File: src/rtl/acl_pkg.sv
// ----------------------------------------------------------------------------
// acl_pkg - shared types and constants of the address range access list
// Command encoding, queue entry layout and result layout used by the front
// end, the command queue and the table engine.
// ----------------------------------------------------------------------------
package acl_pkg;

	// address and field widths
	localparam int ADDR_W      = 128;
	localparam int HALF_W      = 64;
	localparam int PLEN_W      = 8;
	localparam int COUNT_OUT_W = 7;
	localparam int IN_DATA_W   = 272;
	localparam int OUT_DATA_W  = 16;

	// v4-mapped addresses carry 0:0:0:0:0:ffff in their upper 96 bits
	localparam int            V4_PREFIX_W = 96;
	localparam logic [V4_PREFIX_W-1:0] V4_PREFIX = 96'h0000_0000_0000_0000_0000_ffff;

	// configuration register indexes
	localparam logic CFG_ANY_V4 = 1'b0;
	localparam logic CFG_ANY_V6 = 1'b1;

	// item kind on the input tuser
	typedef enum logic [1:0] {
		KIND_LOOKUP = 2'd0,
		KIND_ADD    = 2'd1,
		KIND_CLEAR  = 2'd2
	} kind_t;

	// operation handed from the front end to the table engine
	typedef enum logic [1:0] {
		OP_LOOKUP,
		OP_ADD,
		OP_CLEAR,
		OP_NONE
	} op_t;

	// queue entry: lookup uses lo_addr as the key; add stores lo_addr..hi_addr
	typedef struct packed {
		op_t              op;
		logic             v4;
		logic [ADDR_W-1:0] lo_addr;
		logic [ADDR_W-1:0] hi_addr;
	} cmd_t;

	// result item, matched in the lowest bit
	typedef struct packed {
		logic [COUNT_OUT_W-1:0] entry_count;
		logic                   status;
		logic                   matched;
	} res_t;

endpackage

File: src/rtl/acl_cmd_fifo.sv
// ----------------------------------------------------------------------------
// acl_cmd_fifo - two-entry command queue
// Decouples the front end from the table engine so either side can stall.
// ----------------------------------------------------------------------------
module acl_cmd_fifo (
	input  logic          clk,
	input  logic          arst_n,
	input  logic          wr_valid,
	output logic          wr_ready,
	input  acl_pkg::cmd_t wr_cmd,
	output logic          rd_valid,
	input  logic          rd_ready,
	output acl_pkg::cmd_t rd_cmd
);
	import acl_pkg::*;

	localparam int DEPTH = 2;
	localparam int PTR_W = $clog2(DEPTH);

	cmd_t             slot_q [DEPTH];
	logic [PTR_W-1:0] wr_ptr_q, rd_ptr_q;
	logic [PTR_W:0]   fill_q;
	logic             do_wr, do_rd;

	assign wr_ready = (fill_q != (PTR_W+1)'(DEPTH));
	assign rd_valid = (fill_q != '0);
	assign rd_cmd   = slot_q[rd_ptr_q];
	assign do_wr    = wr_valid && wr_ready;
	assign do_rd    = rd_valid && rd_ready;

	// advance pointers and fill level
	always_ff @(posedge clk or negedge arst_n) begin
		if (!arst_n) begin
			wr_ptr_q <= '0;
			rd_ptr_q <= '0;
			fill_q   <= '0;
		end else begin
			if (do_wr) begin
				wr_ptr_q <= wr_ptr_q + PTR_W'(1);
			end
			if (do_rd) begin
				rd_ptr_q <= rd_ptr_q + PTR_W'(1);
			end
			if (do_wr && !do_rd) begin
				fill_q <= fill_q + (PTR_W+1)'(1);
			end else if (do_rd && !do_wr) begin
				fill_q <= fill_q - (PTR_W+1)'(1);
			end
		end
	end

	always_ff @(posedge clk) begin
		if (do_wr) begin
			slot_q[wr_ptr_q] <= wr_cmd;
		end
	end

endmodule

File: config.mk
export PLATFORM = sky130hd
export DESIGN_NAME = acl_cmd_fifo
export DESIGN_NICKNAME = d
export VERILOG_FILES = /design/src/rtl/acl_pkg.sv /design/src/rtl/acl_cmd_fifo.sv
export SDC_FILE = /design/constraint.sdc
export NUM_CORES = 1
export LEC_CHECK = 0
export ABC_AREA = 1
export BUFFER_PORTS_ARGS = -buffer_cell sky130_fd_sc_hd__clkbuf_2
export CORE_MARGIN = 2
export CORE_UTILIZATION = 25
export DETAILED_ROUTE_END_ITERATION = 8
export GPL_TIMING_DRIVEN = 0
export HOLD_SLACK_MARGIN = 0.02
export MAX_ROUTING_LAYER = met4
export PLACE_DENSITY_LB_ADDON = 0.08
export SLEW_MARGIN = 20
export SYNTH_ARGS = -nofsm -noshare
export SYNTH_HDL_FRONTEND = slang
export SYNTH_SLANG_ARGS = --single-unit
File: constraint.sdc
create_clock -name clk -period 21.5 [get_ports clk]
set_input_delay 1.075 -clock clk [delete_from_list [all_inputs] [get_ports clk]]
set_output_delay 1.075 -clock clk [all_outputs]
set_load 0.02 [all_outputs]
==> results of run 1 <==
## area by class of cell
type / count / area share (%)
repair buffers: 553 / 13.0
flip-flops and latches: 522 / 61.0
multi-input cells: 795 / 11.8
well taps: 978 / 4.77
clock inverters: 32 / 1.27
clock buffers: 79 / 6.38
inverters: 7 / 0.112
diodes: 7 / 0.0682
plain buffers: 57 / 1.65
## critical path, stage by stage, from the launching register on
cell      delay (ns)
dfrtp_1         0.32
buf_4           0.21
buf_4           0.23
buf_2           0.36
nand2_1         0.09
nand2_1         0.11
clkbuf_2        0.20
## worst paths after layout
check,end,cells past startpoint
worst max-delay path,rd_cmd[200],6
worst min-delay path,wr_ptr_q$_DFFE_PN0P_,1
worst max register to register,slot_q[0][79]$_DFFE_PP_,9
worst min register to register,fill_q[0]$_DFFE_PN0P_,1
max in group asynchronous,rd_ptr_q$_DFFE_PN0P_,1
min in group clk,fill_q[0]$_DFFE_PN0P_,1
## through the flow
stage	instances	hold WS, ns
2_1_floorplan	1381	0.462
3_3_place_gp	2882	0.477
3_5_place_dp	2912	0.512
4_1_cts	3023	0.212
5_1_grt	3030	0.224
6_report	3030	0.262
## layer usage
metal	part of all wire, %	vias to the layer above	track usage, %
li1	-	5935	-
met1	39	5709	15.8
met2	51	330	24.2
met3	8.1	88	4.90
met4	2.5	0	4.37
met5	0	-	-
## state kept, by name, indices dropped and copies added (netlist names)
name and flops:
slot_q 518, fill_q 2, rd_ptr_q 1, wr_ptr_q 1
## kinds of logic after synthesis
logic type                 Yosys count  share of synthesized area, %
xor gates and xnor gates             2                        0.0917
buffers and inverters               64                          2.37
adders and majority gates            1                        0.0654
and+or+nand+nor                    792                          15.6
DFF                                522                          81.9
## synthesized netlist by cell type
cell | count | area (µm²)
xor2_1 | 1 | 8.76
nand3_1 | 2 | 10.0
clkbuf_1 | 5 | 18.8
nand2_1 | 787 | 2950
xnor2_1 | 1 | 8.76
ha_1 | 1 | 12.5
inv_1 | 6 | 22.5
nor2_1 | 2 | 7.51
buf_4 | 3 | 22.5
buf_2 | 27 | 135
buf_6 | 22 | 248
inv_4 | 1 | 6.26
dfrtp_1 | 4 | 100
nand4_1 | 1 | 6.26
edfxtp_1 | 518 | 15600
## placed cells by master, fill, tap and decap left out, drive strengths merged
| cell type | count |
|---|---|
| nor2 | 2 |
| nand3 | 2 |
| diode | 7 |
| clkinv | 22 |
| nand2 | 787 |
| nand4 | 1 |
| clkinvlp | 2 |
| buf | 82 |
| xnor2 | 1 |
| xor2 | 1 |
| edfxtp | 518 |
| inv | 8 |
| ha | 1 |
| dfrtp | 4 |
| bufinv | 7 |
| clkbuf | 607 |
## power breakdown
part           switching (mW)  internal [mW]
combinational            1.03          0.443
sequential             0.0449           1.39
clock                   0.404          0.614
total                    1.48           2.44
==> results.py, run 1 <==
metrics = {
    "setup_path": {
        "r2r_setup_slack_ns": 18.99,
        "required_ns": 20.43,
        "reg2reg_from": "fill_q[0]$_DFFE_PN0P_",
        "critPathLaunchType": "register",
        "path_max_fanout": 10,
        "endpoint_kind": "output port",
        "cp_data_arrival_time_ns": 2.15,
        "setup.worst_path.start": "rd_ptr_q$_DFFE_PN0P_",
        "crit_type": "register to output port",
    },
    "power_and_ir_drop": {
        "leakage_nw": 10.9,
        "finalPower_mw": 3.92,
        "p_per_area_nw_per_um2": 153,
        "ir_drop_mv": 0.0717,
    },
    "drt": {
        "first_pass_iters": 5,
        "drc": 0,
        "vias": 12062,
        "routed_wirelength_mm": 55.9,
        "drt-initial-drc-count": 640,
        "drtAntennaViolNets": 0,
        "wl_per_cell_um": 18.4,
        "via_per_inst": 3.98,
    },
    "sta": {
        "skew_ns": 0.0250,
        "grt_setup_unrepaired": "no",
        "finalSetupViolations": 0,
        "relSlewSlack_pct": 63.1,
        "finalCriticalPeriod_ns": 3.23,
        "tightest_slew_ns": 0.553,
        "max_freq_ghz": 0.310,
        "maxSlewViolCount": 0,
        "layout_setup_ws_ns": 18.27,
        "setup_tns_ns": 0,
        "finalHoldViolCount": 0,
        "finalCritPeriodShare_pct": 15.0,
    },
    "placed_design": {
        "post-dp-hpwl_mm": 40.6,
        "dpl_cell_area_um2": 23700,
        "port_buffers": 523,
        "place_ws_ns": 18.36,
        "gp_congestion": 0.747,
    },
    "cts": {
        "cts_tree": "built",
        "ctsHoldBuffers": 0,
        "clock_path_buffers": 3,
        "clk_pin_slew_ns": 0.06,
        "post_cts_buffers": 0,
        "insertion_delay_ns": 0.61,
        "cts_htree_levels": 2,
        "post_cts_resize_count": 0,
        "cts_buffers": 61,
        "root_buffer": "clkbuf_16",
        "clock_sinks": 522,
    },
    "grt": {
        "grt_pass1_vias": 12228,
        "grt_max_degree": 23,
        "grtUsageTotal_pct": 14.3,
        "grt_antenna_before_repair": 7,
        "overflow": 0,
        "grt_pass1_wl_mm": 80.0,
    },
    "logic_synthesis": {
        "yosys_register_bits": 522,
        "avgSynthCellArea_um2": 13.8,
        "synth_nets": 1645,
        "synthCells": 1381,
        "yosysWarnings": 0,
        "yosysUniqueCellTypes": 15,
        "post_synth_instance_area_um2": 19100,
        "ys_seq_area_share_pct": 81.9,
    },
    "layout": {
        "synthToLayoutAreaGrowth_pct": 34.3,
        "fill_cells": 7618,
        "multiInputGateArea_um2": 3020,
        "final_area_um2": 25700,
        "fin_nets": 2261,
        "drive_above_1_share_pct": 33.7,
        "final_core_util_pct": 33.9,
        "final-seq-area_um2": 15700,
    },
    "die": {
        "ios": 524,
        "rows": 101,
        "core_area_um2": 75800,
        "die_width_um": 281,
        "die_area_um2": 78700,
        "dieHeight_um": 281,
        "start_util_pct": 25.2,
    },
    "status": {
        "status": "finished clean",
    },
    "job": {
        "maxCapViolCount": 0,
    },
    "min_path": {
        "hp-class": "input port to async pin",
    },
}
Note: power is estimated with default switching activity, not from simulation.
==> run 2, diff against run 1 <==
clock period = 2.7 ns   (was 21.5 ns; I/O delays follow)
==> results.py, run 2 (same netlist as run 1, synthesis figures left out) <==
metrics = {
    "status": {
        "status": "finished clean",
    },
    "setup_path": {
        "critPathLaunchType": "register",
        "endpoint_kind": "output port",
        "crit_type": "register to output port",
        "critPathBufInv": 4,
        "required_ns": 2.57,
        "cpMaxStageDelayCell": "dfrtp_1",
        "cp_top_family": "buffers and inverters",
        "cp_cell_sequence": "buf_4 > buf_4 > buf_2 > nand2_1 > nand2_1 > clkbuf_2",
        "path_max_fanout": 10,
        "r2r_setup_slack_ns": 0.57,
        "max_stage_delay_ns": 0.32,
        "cp_data_arrival_time_ns": 2.14,
    },
    "placed_design": {
        "post-dp-hpwl_mm": 40.7,
        "port_buffers": 523,
        "gp_congestion": 0.737,
        "post-place-cells": 2911,
        "place_ws_ns": 0.0533,
        "dpl_cell_area_um2": 23700,
    },
    "die": {
        "rows": 101,
        "dieHeight_um": 281,
        "die_area_um2": 78700,
        "start_util_pct": 25.2,
        "core_area_um2": 75800,
        "ios": 524,
        "die_width_um": 281,
    },
    "cts": {
        "clk_pin_slew_ns": 0.06,
        "clock_path_buffers": 3,
        "cts_buffers": 60,
        "post_cts_resize_count": 0,
        "cts_htree_levels": 2,
        "clock_sinks": 522,
        "root_buffer": "clkbuf_16",
        "cts_tree": "built",
        "insertion_delay_ns": 0.61,
    },
    "drt": {
        "via_per_inst": 3.98,
        "drt-initial-drc-count": 543,
        "drc": 0,
        "vias": 13087,
        "wl_per_cell_um": 17.2,
        "first_pass_iters": 5,
        "drtAntennaViolNets": 0,
        "routed_wirelength_mm": 56.4,
    },
    "sta": {
        "layout_setup_ws_ns": 0.423,
        "finalCriticalPeriod_ns": 2.28,
        "skew_ns": 0.0180,
        "relSlewSlack_pct": 60.4,
        "maxSlewViolCount": 0,
        "finalCritPeriodShare_pct": 84.3,
        "setup_tns_ns": 0,
        "finalHoldViolCount": 0,
        "finalSetupViolations": 0,
        "tightest_slew_ns": 0.593,
        "grt_setup_unrepaired": "no",
        "whs_ns": 0.247,
        "max_freq_ghz": 0.439,
    },
    "layout": {
        "layout_commonest_cell": "nand2_1",
        "reg_top3": "slot_q: 518 flops, fill_q: 2 flops",
        "drive_above_1_share_pct": 29.8,
        "layout_common_cells": "nand2_1 (785), clkbuf_2 (523), edfxtp_1 (518), dlygate4sd3_1 (263), clkbuf_16 (61)",
        "final_area_um2": 28100,
        "final_core_util_pct": 37.1,
        "largest_reg_flops": 518,
        "largest_register": "slot_q",
        "synthToLayoutAreaGrowth_pct": 47.1,
        "stdcell_count": 3286,
        "fin_nets": 2525,
    },
    "grt": {
        "grt_max_degree": 23,
        "overflow": 0,
        "grtUsageTotal_pct": 14.4,
        "grt_pass1_vias": 13483,
        "grt_antenna_before_repair": 5,
        "grt_pass1_wl_mm": 82.8,
    },
    "job": {
        "maxCapViolCount": 0,
    },
    "power_and_ir_drop": {
        "finalPower_mw": 30.9,
        "leakage_nw": 12.0,
        "ir_drop_mv": 0.535,
        "p_int_mw": 19.1,
        "power_switching_mw": 11.8,
        "power.share.clock_pct": 24.0,
        "p_per_area_nw_per_um2": 1100,
        "p_seq_share_pct": 36.8,
        "swShare_pct": 38.3,
        "pwr-share-comb_pct": 39.2,
    },
    "min_path": {
        "hp-class": "input port to register",
    },
}
[run 2: area by class of cell]
type	count	area, µm²
Fill cell	7472	47700
Sequential cell	522	15700
Timing Repair Buffer	818	5970
Multi-Input combinational cell	795	3040
Clock buffer	77	1590
Tap cell	978	1220
Buffer	57	424
Clock inverter	27	178
Inverter	7	28.8
Antenna cell	5	12.5
[run 2: worst register-to-register path: cells and delay by family (launching register included)]
kind                   cells  cell delay [ns]
buffers and inverters      6             1.10
AND/OR/NAND/NOR            3             0.33
flip-flops                 1             0.40
[run 2: power by group through the flow]
stage	Clock (mW)	Combinational [mW]	Sequential (mW)
global placement	0	10.6	11.4
detailed placement	0	12.2	11.6
CTS	7.71	12.6	11.4
finish	7.42	12.1	11.4
floorplan	0	6.63	11.8
global route	8.04	13.3	11.5
[run 2: timing repair]
action / 4_1_cts / 5_1_grt
setup buffers: 0 / 3
hold endpoints to repair: 534 / 0
setup endpoints to repair: 0 / 60
hold buffers: 263 / 0
[run 2: final timing paths]
check / startpoint / cells past startpoint / to
max: rd_ptr_q$_DFFE_PN0P_ / 6 / rd_cmd[205]
min: wr_cmd[232] / 2 / slot_q[1][232]$_DFFE_PP_
max reg2reg: fill_q[0]$_DFFE_PN0P_ / 9 / slot_q[1][86]$_DFFE_PP_
min reg2reg: fill_q[0]$_DFFE_PN0P_ / 1 / fill_q[0]$_DFFE_PN0P_
max in group asynchronous: arst_n / 3 / fill_q[0]$_DFFE_PN0P_
min in group asynchronous: arst_n / 3 / rd_ptr_q$_DFFE_PN0P_
[run 2: routing by layer]
layer / wire (µm) / share of wire (%) / global-route usage [%] / vias up
li1: - / - / - / 6477
met1: 22700 / 40 / 16.5 / 6198
met2: 28800 / 51 / 24.7 / 326
met3: 3620 / 6.4 / 3.90 / 86
met4: 1380 / 2.4 / 4.24 / 0
met5: 0 / 0 / - / -
