## src/rtl/acl_pkg.sv

```systemverilog
// ----------------------------------------------------------------------------
// acl_pkg - shared types and constants of the address range access list
// Command encoding, queue entry layout and result layout used by the front
// end, the command queue and the table engine.
// ----------------------------------------------------------------------------
package acl_pkg;

	// address and field widths
	localparam int ADDR_W      = 128;
	localparam int HALF_W      = 64;
	localparam int PLEN_W      = 8;
	localparam int COUNT_OUT_W = 7;
	localparam int IN_DATA_W   = 272;
	localparam int OUT_DATA_W  = 16;

	// v4-mapped addresses carry 0:0:0:0:0:ffff in their upper 96 bits
	localparam int            V4_PREFIX_W = 96;
	localparam logic [V4_PREFIX_W-1:0] V4_PREFIX = 96'h0000_0000_0000_0000_0000_ffff;

	// configuration register indexes
	localparam logic CFG_ANY_V4 = 1'b0;
	localparam logic CFG_ANY_V6 = 1'b1;

	// item kind on the input tuser
	typedef enum logic [1:0] {
		KIND_LOOKUP = 2'd0,
		KIND_ADD    = 2'd1,
		KIND_CLEAR  = 2'd2
	} kind_t;

	// operation handed from the front end to the table engine
	typedef enum logic [1:0] {
		OP_LOOKUP,
		OP_ADD,
		OP_CLEAR,
		OP_NONE
	} op_t;

	// queue entry: lookup uses lo_addr as the key; add stores lo_addr..hi_addr
	typedef struct packed {
		op_t              op;
		logic             v4;
		logic [ADDR_W-1:0] lo_addr;
		logic [ADDR_W-1:0] hi_addr;
	} cmd_t;

	// result item, matched in the lowest bit
	typedef struct packed {
		logic [COUNT_OUT_W-1:0] entry_count;
		logic                   status;
		logic                   matched;
	} res_t;

endpackage

```

## src/rtl/acl_front.sv

```systemverilog
// ----------------------------------------------------------------------------
// acl_front - input stage of the access list
// Accepts input transfers, decodes the kind, builds the masked range bounds
// of an add and tags v4-mapped lookup keys, then hands a command onward.
// ----------------------------------------------------------------------------
module acl_front (
	input  logic                          clk,
	input  logic                          arst_n,
	input  logic                          s_axis_tvalid,
	output logic                          s_axis_tready,
	input  logic [acl_pkg::IN_DATA_W-1:0] s_axis_tdata,
	input  logic [1:0]                    s_axis_tuser,
	output logic                          push_valid,
	input  logic                          push_ready,
	output acl_pkg::cmd_t                 push_cmd
);
	import acl_pkg::*;

	logic              valid_s1;
	cmd_t              cmd_s1;
	cmd_t              cmd_d;
	logic [HALF_W-1:0] addr_high, addr_low, second_high, second_low;
	logic              has_second;
	logic [PLEN_W-1:0] prefix_len;
	logic [ADDR_W-1:0] addr, range_end, mask;
	logic              accept;

	// unpack the input transfer
	assign addr_high   = s_axis_tdata[HALF_W-1:0];
	assign addr_low    = s_axis_tdata[2*HALF_W-1:HALF_W];
	assign second_high = s_axis_tdata[3*HALF_W-1:2*HALF_W];
	assign second_low  = s_axis_tdata[4*HALF_W-1:3*HALF_W];
	assign has_second  = s_axis_tdata[4*HALF_W];
	assign prefix_len  = s_axis_tdata[4*HALF_W+PLEN_W:4*HALF_W+1];

	assign addr      = {addr_high, addr_low};
	assign range_end = has_second ? {second_high, second_low} : addr;
	// a shift of 128 or more leaves zero, so long prefixes give an exact mask
	assign mask      = ~({ADDR_W{1'b1}} >> prefix_len);

	// classify the item
	always_comb begin
		cmd_d.v4 = (addr[ADDR_W-1:ADDR_W-V4_PREFIX_W] == V4_PREFIX);
		cmd_d.lo_addr = addr;
		cmd_d.hi_addr = range_end;
		case (s_axis_tuser)
			KIND_LOOKUP: begin
				cmd_d.op = OP_LOOKUP;
			end
			KIND_ADD: begin
				cmd_d.op = OP_ADD;
				cmd_d.lo_addr = addr & mask;
				cmd_d.hi_addr = range_end | ~mask;
			end
			KIND_CLEAR: begin
				cmd_d.op = OP_CLEAR;
			end
			default: begin
				cmd_d.op = OP_NONE;
			end
		endcase
	end

	assign s_axis_tready = !valid_s1 || push_ready;
	assign accept        = s_axis_tvalid && s_axis_tready;

	// hold one classified command until the queue takes it
	always_ff @(posedge clk or negedge arst_n) begin
		if (!arst_n) begin
			valid_s1 <= 1'b0;
		end else if (accept) begin
			valid_s1 <= 1'b1;
		end else if (push_ready) begin
			valid_s1 <= 1'b0;
		end
	end

	always_ff @(posedge clk) begin
		if (accept) begin
			cmd_s1 <= cmd_d;
		end
	end

	assign push_valid = valid_s1;
	assign push_cmd   = cmd_s1;

endmodule

```

## config.mk

```make
export PLATFORM = sky130hd
export DESIGN_NAME = acl_front
export DESIGN_NICKNAME = d
export VERILOG_FILES = /design/src/rtl/acl_pkg.sv /design/src/rtl/acl_front.sv
export SDC_FILE = /design/constraint.sdc
export NUM_CORES = 1
export LEC_CHECK = 0
export BUFFER_PORTS_ARGS = -buffer_cell sky130_fd_sc_hd__clkbuf_2
export CAP_MARGIN = 20
export CORE_AREA = 8 8 203 205
export DETAILED_ROUTE_END_ITERATION = 10
export DIE_AREA = 0 0 211 213
export GPL_TIMING_DRIVEN = 0
export HOLD_SLACK_MARGIN = 0.06
export PLACE_DENSITY = 0.55
export SYNTH_ARGS = -nofsm -noshare
export SYNTH_HDL_FRONTEND = slang
export SYNTH_SLANG_ARGS = --single-unit
```

## constraint.sdc

```tcl
create_clock -name clk -period 9.56 [get_ports clk]
set_clock_uncertainty 0.1 [all_clocks]
set_input_delay 0.956 -clock clk [delete_from_list [all_inputs] [get_ports clk]]
set_output_delay 0.956 -clock clk [all_outputs]
set_load 0.005 [all_outputs]
```

==> implementation parameters, run 1 <==
Parameter                              Value

Yosys
  Post-Syn Nets    1183
  Distinct cell type count of the synthesized netlist    51
  Main synth FF type    edfxtp_1
  Most common library cells after synthesis    edfxtp_1, nand2_1, mux2i_1
  Yosys reg bits    260
  Summed instance area of the synthesized netlist    between 10000 and 15000 um2
  Cell taking the most area after synthesis    edfxtp_1
  Most repeated cell in the gate-level netlist after synthesis    edfxtp_1
  Mean cell area of the mapped netlist    roughly 13 um2
  Async set or reset register ratio after synthesis    0.00385
  Yosys synthesis warning count    0
  Number of enable flip-flop cells after synthesis    between 200 and 300
  Share of Yosys cell area claimed by the top area cell type    0.652
  Cell types occupying the most area after synthesis    edfxtp_1, mux2i_1, and2_1, nand2_1, nor2b_1
  Gate Count Post-Synth    just over 900
  Part of the Yosys area used for sequential elements    0.654

Clock tree
  Number of hold-repair buffers added at the cts stage    1
  Insertion delay to the later sink of the worst-skew pair    0.56 ns
  Clock-pin slew of the registers on the worst-case setup and hold paths    ~0.060 ns
  Maximum buffer depth of the clock tree    3
  TritonCTS clock tree    yes
  Clock buffers created by TritonCTS    30
  Root Buffer    clkbuf_16
  Sinks on Clock Net    260
  Number of cells upsized or downsized after cts    0
  Post-CTS setup-driven buffer insertion count    0
  H-tree lvl count    1

Global routing
  Overall fraction of global-route tracks in use    0.236
  Number of antenna violations at the first check in global routing    3
  Total congestion overflow after global routing    0
  Via count of the first global-routing pass    ~10000
  First-pass GRT wire length    about 76000 um
  Pin count of the biggest net entering global routing    72

Floorplan
  Core footprint    roughly 38000 um2
  Number of rows created at floorplan    just over 70
  Full die area    roughly 45000 um2
  DIE WIDTH    around 210 um
  Starting Density    0.313
  Die Ht    approximately 210 um
  Top-level I/O count    539

Setup path
  Required time at the worst-slack endpoint    slightly below 10 ns
  Maximum fanout along the worst path    10
  Critical path type    in -> reg
  Critical Path Start Type    input port
  Reg2Reg Depth    4
  Worst EP arrival    3.11 ns
  Kind of end point of the critical path    flip-flop

Flow run
  Max_cap viols    0

Timing
  Fmax    approximately 340 MHz
  Fin. max-slew vios    0
  Setup violations, final    0
  Share of the cycle needed by the critical path after routing    0.307
  Transition time of the tightest slew-check pin    ~1.1 ns
  Count of final hold-check violations    0
  Setup repair after global routing missed its margin    false
  Relative slew margins    0.245
  Fin crit period    ~3 ns
  Post-route setup TNS    0 ns

Power
  Leak    between 7 and 8 nW
  Worst-case vdd ir drop    0.134 mV
  Power per unit of standard cell area    ~170 nW/um2

Cells and area
  Fraction of final layout cells with drive strength greater than 1    0.403
  Net count, final    roughly 1800
  Final non-filler cell total    ~2000
  Growth of design area from synthesis to finish    36.5%
  Layout Utilization    0.427
  Fill cell count    roughly 3700

Status
  Outcome    complete, no violations

Drt
  Number of DRC violations after detailed routing    0
  WL per Instance    roughly 28 um
  1st-iter DRT viols    approximately 500
  Via count    approximately 10000
  Vias per cell    ~5
  Iteration count of the initial detailed-routing pass    5
  Routed wire length    about 56000 um
  DRT antenna net count    0

Place
  Number of I/O port buffers    524
  Final estimated routing congestion in global placement    approximately 0.84
  DPL Wire Length    between 40000 and 50000 um
  Placed Cells    slightly below 2000

Hold path
  Count of cells along the worst hold path    2
  Class of the tightest hold or removal check    reg -> reg
==> cells by family (layout without fill, tap and decap cells) <==
logic type             after synthesis  count (layout)  share of synthesized area
muxes                               96              96                     0.0806
and+or+nand+nor                    309             309                      0.146
buffers and inverters               57             644                     0.0208
DFF                                260             260                      0.654
AOI/OAI and AO/OA                  183             183                     0.0990
other                                0               2                          0
==> power by group <==
part           internal [mW]  switching (mW)
Combinational          0.160           0.232
Sequential              1.35          0.0192
Clock                  0.590           0.467
Total                   2.10           0.719
==> path summary, 6_finish.rpt <==
check / startpoint / end / slack, ns
setup / recovery: s_axis_tdata[258] / push_cmd[70] / 6.62
hold / removal: push_valid / push_valid / 0.44
setup reg to reg: push_valid / push_cmd[82] / 7.43
hold reg to reg: push_valid / push_valid / 0.44
max in group asynchronous: arst_n / push_valid / 8.66
min in group asynchronous: arst_n / push_valid / 0.62
==> metrics by stage <==
step           hold slack, ns  power (mW)  area [um2]  setup slack [ns]
2_1_floorplan           0.437        1.56       11900              1.80
3_3_place_gp            0.405        1.80       15200             -1.04
3_5_place_dp            0.433        1.79       15400              6.02
4_1_cts                 0.448        2.84       16300              6.62
5_1_grt                 0.485        2.92       16300              6.54
6_report                0.441        2.82       16300              6.62
==> routing by layer <==
metal  part of all wire  track usage
met5                  0            0
met4              0.023       0.0668
met3              0.076       0.0571
met2               0.50        0.417
met1               0.40        0.282
==> worst max-delay path, cell delays in order <==
cell      delay, ns
clkbuf_1       0.27
clkbuf_1       0.59
o21ai_0        0.48
o21ai_0        0.62
nand2_1        0.19
==> state kept, by name, summed over array words and instances (netlist names) <==
name / cells
push_valid: 1
push_cmd: 259
==> cell type report <==
class                      count  area, um2  share of cell area
timing repair buffer         535       2810               0.172
clock buffer                  40        810              0.0497
inverter                       2       7.51            0.000461
tap                          518        648              0.0398
antenna                        2       5.00            0.000307
clock inverter                12       66.3             0.00407
multi-input combinational    588       3900               0.239
sequential                   260       7800               0.479
buffer                        55        240              0.0148
==> cells in the final DEF (no fill, tap or decap), drive strengths merged, types with 3 or more instances in the layout <==
cell type and instances:
nand3 7, nor2b 52, nand2 98, clkbuf 600, o21a 12, a21oi 55, and3 7, o21ai 46
nor2 12, a21o 3, inv 3, nor4b 5, mux2i 96, nand2b 5, edfxtp 259, nor4 18
a211o 18, a31oi 6, nor3 4, nand4 8, or4 4, and2 80, a221o 14, a21boi 21
buf 29, clkinv 9
No activity file was read; power rests on OpenSTA's default activity.
==> run 2: changes to the inputs <==
==> constraint.sdc (replaced) <==
create_clock -name clk -period 3 [get_ports clk]
set_clock_uncertainty 0.1 [all_clocks]
set_input_delay 0.3 -clock clk [delete_from_list [all_inputs] [get_ports clk]]
set_output_delay 0.3 -clock clk [all_outputs]
set_load 0.005 [all_outputs]
==> run 2 against run 1 <==
Effect of this change:
- hold slack worse by 0.36 ns
- die area unchanged
- clock power rose to 3.3 times the previous value
- combinational power grew to 4.3 times the previous value
- clock-buffer cell count shrank 6
- flip-flop and latch count stayed put
- critical path type unchanged
- worst setup slack worse by 6.2 ns
- critical endpoint is now push_cmd[127]
- largest cell class unchanged
- non-clock buffer count up 335
- cell count grew 17%
==> implementation parameters, run 2 (synthesized netlist as in run 1, its figures left out) <==
Parameter                              Value

Floorplan
  Die Ht    about 210 um
  Full die area    around 45000 um2
  Starting Density    0.313
  DIE WIDTH    211 um
  Top-level I/O count    ~540
  Number of rows created at floorplan    slightly above 70
  Core footprint    38100 um2

Hold path
  Hold worst-path end    push_cmd[229]
  Count of cells along the worst hold path    2
  Origin of the worst min-delay path    s_axis_tdata[37]
  Class of the tightest hold or removal check    in -> reg

Clock tree
  Clock buffers created by TritonCTS    30
  Number of cells upsized or downsized after cts    0
  Sinks on Clock Net    260
  Post-CTS setup-driven buffer insertion count    0
  Insertion delay to the later sink of the worst-skew pair    0.57 ns
  Number of hold-repair buffers added at the cts stage    around 330
  TritonCTS clock tree    yes
  Clock-pin slew of the registers on the worst-case setup and hold paths    ~0.06 ns
  H-tree lvl count    1
  Root Buffer    clkbuf_16
  Maximum buffer depth of the clock tree    3

Drt
  Via count    between 10000 and 15000
  WL per Instance    about 26 um
  Vias per cell    roughly 5.0
  1st-iter DRT viols    between 600 and 700
  DRT antenna net count    0
  Iteration count of the initial detailed-routing pass    5
  Number of DRC violations after detailed routing    0
  Routed wire length    60400 um

Global routing
  Total congestion overflow after global routing    0
  Pin count of the biggest net entering global routing    64
  Overall fraction of global-route tracks in use    0.256
  First-pass GRT wire length    roughly 84000 um
  Number of antenna violations at the first check in global routing    5
  Via count of the first global-routing pass    ~13000

Cells and area
  Cell area after layout    19700 um2
  Commonest non-fill, non-tap cells in the layout    clkbuf_2, dlygate4sd3_1, edfxtp_1
  Growth of design area from synthesis to finish    65.3%
  Fraction of final layout cells with drive strength greater than 1    0.333
  Net count, final    2085
  Number of flip-flops in the largest register    about 260
  Layout Utilization    0.518
  Commonest non-fill, non-tap cell in the layout    clkbuf_2

Timing
  Post-route setup TNS    0 ns
  Setup violations, final    0
  Final setup margin    0.412 ns
  Transition time of the tightest slew-check pin    about 1.2 ns
  Fin. max-slew vios    0
  Share of the cycle needed by the critical path after routing    0.863
  Fmax    ~390 MHz
  Fin crit period    ~2.6 ns
  Relative slew margins    0.225
  Count of final hold-check violations    0
  Setup repair after global routing missed its margin    false

Place
  DPL Wire Length    ~46000 um
  Final estimated routing congestion in global placement    around 0.83
  Number of I/O port buffers    around 520
  Dpl ws    roughly 0.028 ns
  Area after detailed placement    15400 um2

Power
  Leak    8.47 nW
  Power per unit of standard cell area    between 400 and 500 nW/um2
  Worst-case vdd ir drop    approximately 0.6 mV
  Total power of the final layout    9.57 mW

Setup path
  Kind of end point of the critical path    flip-flop
  End of the worst register-to-register path    push_cmd[0]
  Startpoint of the most critical register-to-register path    push_valid
  Reg2Reg Depth    4
  Required time at the worst-slack endpoint    between 3 and 4 ns
  Critical Path Start Type    input port
  Critical path origin    s_axis_tuser[0]
  Critical path type    in -> reg
  Worst EP arrival    ~3 ns
  Maximum fanout along the worst path    10
  Setup slack of the most critical reg-to-reg path    roughly 0.77 ns

Status
  Outcome    complete, no violations

Flow run
  Max_cap viols    0
[run 2: layout make-up]
| cell class | instances | area [um2] |
|---|---|---|
| repair buffers | 870 | 6180 |
| inverters | 2 | 7.51 |
| plain buffers | 55 | 240 |
| clock inverters | 18 | 148 |
| flip-flops and latches | 260 | 7800 |
| diodes | 6 | 15.0 |
| multi-input cells | 588 | 3900 |
| well taps | 518 | 648 |
| clock buffers | 34 | 787 |
| fillers | 3363 | 18400 |
[run 2: per-layer routing]
layer,track usage,wire length (um)
met4,0.0951,2000
met2,0.446,30100
met3,0.0593,4370
met5,0,0
met1,0.305,23900
[run 2: through the flow]
step / instances / hold slack, ns
final: 2351 / 0.0830
after CTS: 2342 / 0.0611
after detailed placement: 1956 / -0.0247
after global placement: 1947 / -0.0247
after global routing: 2350 / 0.0642
after floorplan: 905 / -0.0956
[run 2: report_power, final]
part | switching, mW | internal, mW
clock network | 1.50 | 2.04
logic | 0.845 | 0.829
registers | 0.0691 | 4.30
[run 2: worst max-delay path by stage]
stage          depth (start not counted)       endpoint
2_1_floorplan                          2    push_cmd[0]
3_3_place_gp                           5  push_cmd[207]
3_5_place_dp                           6  push_cmd[203]
4_1_cts                                6  push_cmd[256]
5_1_grt                                7  push_cmd[127]
6_report                               7  push_cmd[127]
[run 2: critical path, cell delays in order]
cell and delay (ns):
clkbuf_2 0.16, nor3b_4 0.44, nand2_1 0.16, nor3_2 0.72, buf_2 0.40, a221o_1 0.19, dlygate4sd3_1 0.55
==> run 3: changes to the inputs <==
--- a/config.mk
+++ b/config.mk
@@ -13,6 +13,7 @@
 export GPL_TIMING_DRIVEN = 0
 export HOLD_SLACK_MARGIN = 0.06
 export PLACE_DENSITY = 0.55
+export REMOVE_ABC_BUFFERS = 1
 export SYNTH_ARGS = -nofsm -noshare
 export SYNTH_HDL_FRONTEND = slang
 export SYNTH_SLANG_ARGS = --single-unit
==> run 3 against run 2 <==
Effect of this change:
- core utilization about the same
- hold slack worse by 0.015 ns
- flip-flop and latch count did not move
- critical path depth down 1
- cell area barely moved
- largest power group unchanged
- combinational power about the same
- critical path type unchanged
- wire length down 6.3%
- first-iteration DRC count shrank 6.2%
- global-route usage shrank 1.5 points
- power grew 0.99%
==> implementation parameters, run 3 (synthesized netlist as in run 1, its figures left out) <==
Parameter                              Value

Setup path
  End of the worst register-to-register path    push_cmd[11]
  Setup slack of the most critical reg-to-reg path    0.82 ns
  Crit-path slowest cell    clkbuf_2
  Most common cell type on the critical path    a31oi_1
  Critical Path Start Type    input port
  Reg2Reg Depth    4
  Critical path cell sequence    clkbuf_2 > a31oi_1 > nor2b_1 > a31oi_1 > a211o_1 > dlygate4sd3_1
  Worst EP arrival    3.03 ns
  Maximum fanout along the worst path    27
  Kind of end point of the critical path    flip-flop
  Delay contributed by the slowest stage of the critical path    just under 0.6 ns
  Startpoint of the most critical register-to-register path    push_valid
  Required time at the worst-slack endpoint    3.21 ns
  Critical path type    in -> reg

Timing
  Fmax    between 300 and 400 MHz
  Setup violations, final    0
  Transition time of the tightest slew-check pin    about 1.0 ns
  Share of the cycle needed by the critical path after routing    0.939
  Setup repair after global routing missed its margin    false
  Relative slew margins    0.329
  Fin. max-slew vios    0
  Fin Hold WS    0.0683 ns
  Post-route setup TNS    0 ns
  Fin crit period    approximately 2.8 ns
  Count of final hold-check violations    0

Global routing
  Overall fraction of global-route tracks in use    0.241
  Number of antenna violations at the first check in global routing    1
  First-pass GRT wire length    80600 um
  Pin count of the biggest net entering global routing    88
  Total congestion overflow after global routing    0
  Via count of the first global-routing pass    about 12000

Drt
  Number of DRC violations after detailed routing    0
  Routed wire length    ~57000 um
  Iteration count of the initial detailed-routing pass    5
  Vias per cell    4.94
  1st-iter DRT viols    about 630
  WL per Instance    24.4 um
  Via count    around 11000
  DRT antenna net count    0

Clock tree
  H-tree lvl count    1
  Post-CTS setup-driven buffer insertion count    0
  Root Buffer    clkbuf_16
  Maximum buffer depth of the clock tree    3
  Sinks on Clock Net    260
  Clock buffers created by TritonCTS    30
  Clock-pin slew of the registers on the worst-case setup and hold paths    approximately 0.060 ns
  Insertion delay to the later sink of the worst-skew pair    about 0.57 ns
  TritonCTS clock tree    yes

Floorplan
  DIE WIDTH    211 um
  Number of rows created at floorplan    72
  Starting Density    0.313
  Die Ht    213 um
  Full die area    44900 um2
  Core footprint    ~38000 um2
  Top-level I/O count    about 540

Place
  Area after detailed placement    approximately 15000 um2
  DPL Wire Length    40500 um
  Final estimated routing congestion in global placement    about 0.81
  Number of I/O port buffers    531

Cells and area
  Cell area after layout    just under 20000 um2
  Growth of design area from synthesis to finish    65.3%
  Number of flip-flops in the largest register    roughly 260
  Layout Utilization    0.517
  Net count, final    2049
  Commonest non-fill, non-tap cells in the layout    clkbuf_2, dlygate4sd3_1, edfxtp_1
  Fraction of final layout cells with drive strength greater than 1    0.337
  Commonest non-fill, non-tap cell in the layout    clkbuf_2

Flow run
  Max_cap viols    0

Hold path
  Class of the tightest hold or removal check    in -> reg
  Count of cells along the worst hold path    2
  Hold worst-path end    push_cmd[255]
  Origin of the worst min-delay path    s_axis_tdata[63]

Power
  Worst-case vdd ir drop    0.485 mV
  Power per unit of standard cell area    approximately 490 nW/um2
  Total power of the final layout    roughly 9.7 mW
  Leak    8.49 nW

Status
  Outcome    complete, no violations
==> run 3: cell types whose count changed in the layout (fill, tap and decap cells not counted), sizes merged <==
cell,previous run,this run
clkdlybuf4s18,0,1
clkinv,13,17
bufinv,2,3
inv,2,3
clkbuf,594,566
buf,31,17
diode,6,3
clkinvlp,3,0
dlygate4sd3,334,340
==> run 3: worst max-delay path, delay by kind of cell <==
kind	cells	cell delay (ns)
buffers and inverters	2	1.14
AO/OA/AOI/OAI	3	0.98
AND/OR/NAND/NOR	1	0.58
==> run 3: worst max-delay path by stage <==
stage / startpoint / end / slack (ns) / cells past startpoint
5_1_grt: s_axis_tuser[1] / push_cmd[34] / 0.08 / 6
3_3_place_gp: push_ready / push_cmd[1] / -7.12 / 3
4_1_cts: s_axis_tdata[263] / push_cmd[114] / 0.02 / 5
3_5_place_dp: s_axis_tdata[263] / push_cmd[253] / -0.49 / 6
6_report: s_axis_tdata[258] / push_cmd[9] / 0.18 / 6
2_1_floorplan: push_valid / push_cmd[0] / -4.16 / 2
==> run 3: cell type report <==
class	count	area (um2)
repair buffers	889	6380
multi-input cells	588	3910
well taps	518	648
flip-flops and latches	260	7800
clock buffers	35	791
fillers	3318	18400
clock inverters	21	171
diodes	3	7.51
inverters	2	7.51
==> run 3: repair_timing <==
action / CTS / global route
hold endpoints to repair: 251 / 0
resized for setup: 0 / 2
hold buffers: 340 / 0
setup endpoints to repair: 0 / 5
==> run 3: metrics by stage <==
step           instances  setup slack (ns)
3_5_place_dp        1917            -0.487
5_1_grt             2313            0.0829
4_1_cts             2313            0.0233
3_3_place_gp        1899             -7.12
2_1_floorplan        850             -4.16
6_report            2316             0.184
==> run 3: power by group <==
| group | leakage, nW | switching, mW | total (mW) | internal, mW |
|---|---|---|---|---|
| combinational | 5.53 | 0.812 | 1.64 | 0.831 |
| clock | 0.477 | 1.53 | 3.66 | 2.13 |
| sequential | 2.48 | 0.0685 | 4.36 | 4.30 |
| total | 8.49 | 2.42 | 9.67 | 7.25 |
==> run 3: per-layer routing <==
layer  routed length [um]  vias to the layer above  part of all wire  GRT usage
li1                     -                     5176                 -          -
met2                28100                      531              0.50      0.426
met4                 1710                        0             0.030     0.0765
met1                22500                     5637              0.40      0.283
met3                 4210                       87             0.075     0.0616
met5                    0                        -                 0          0
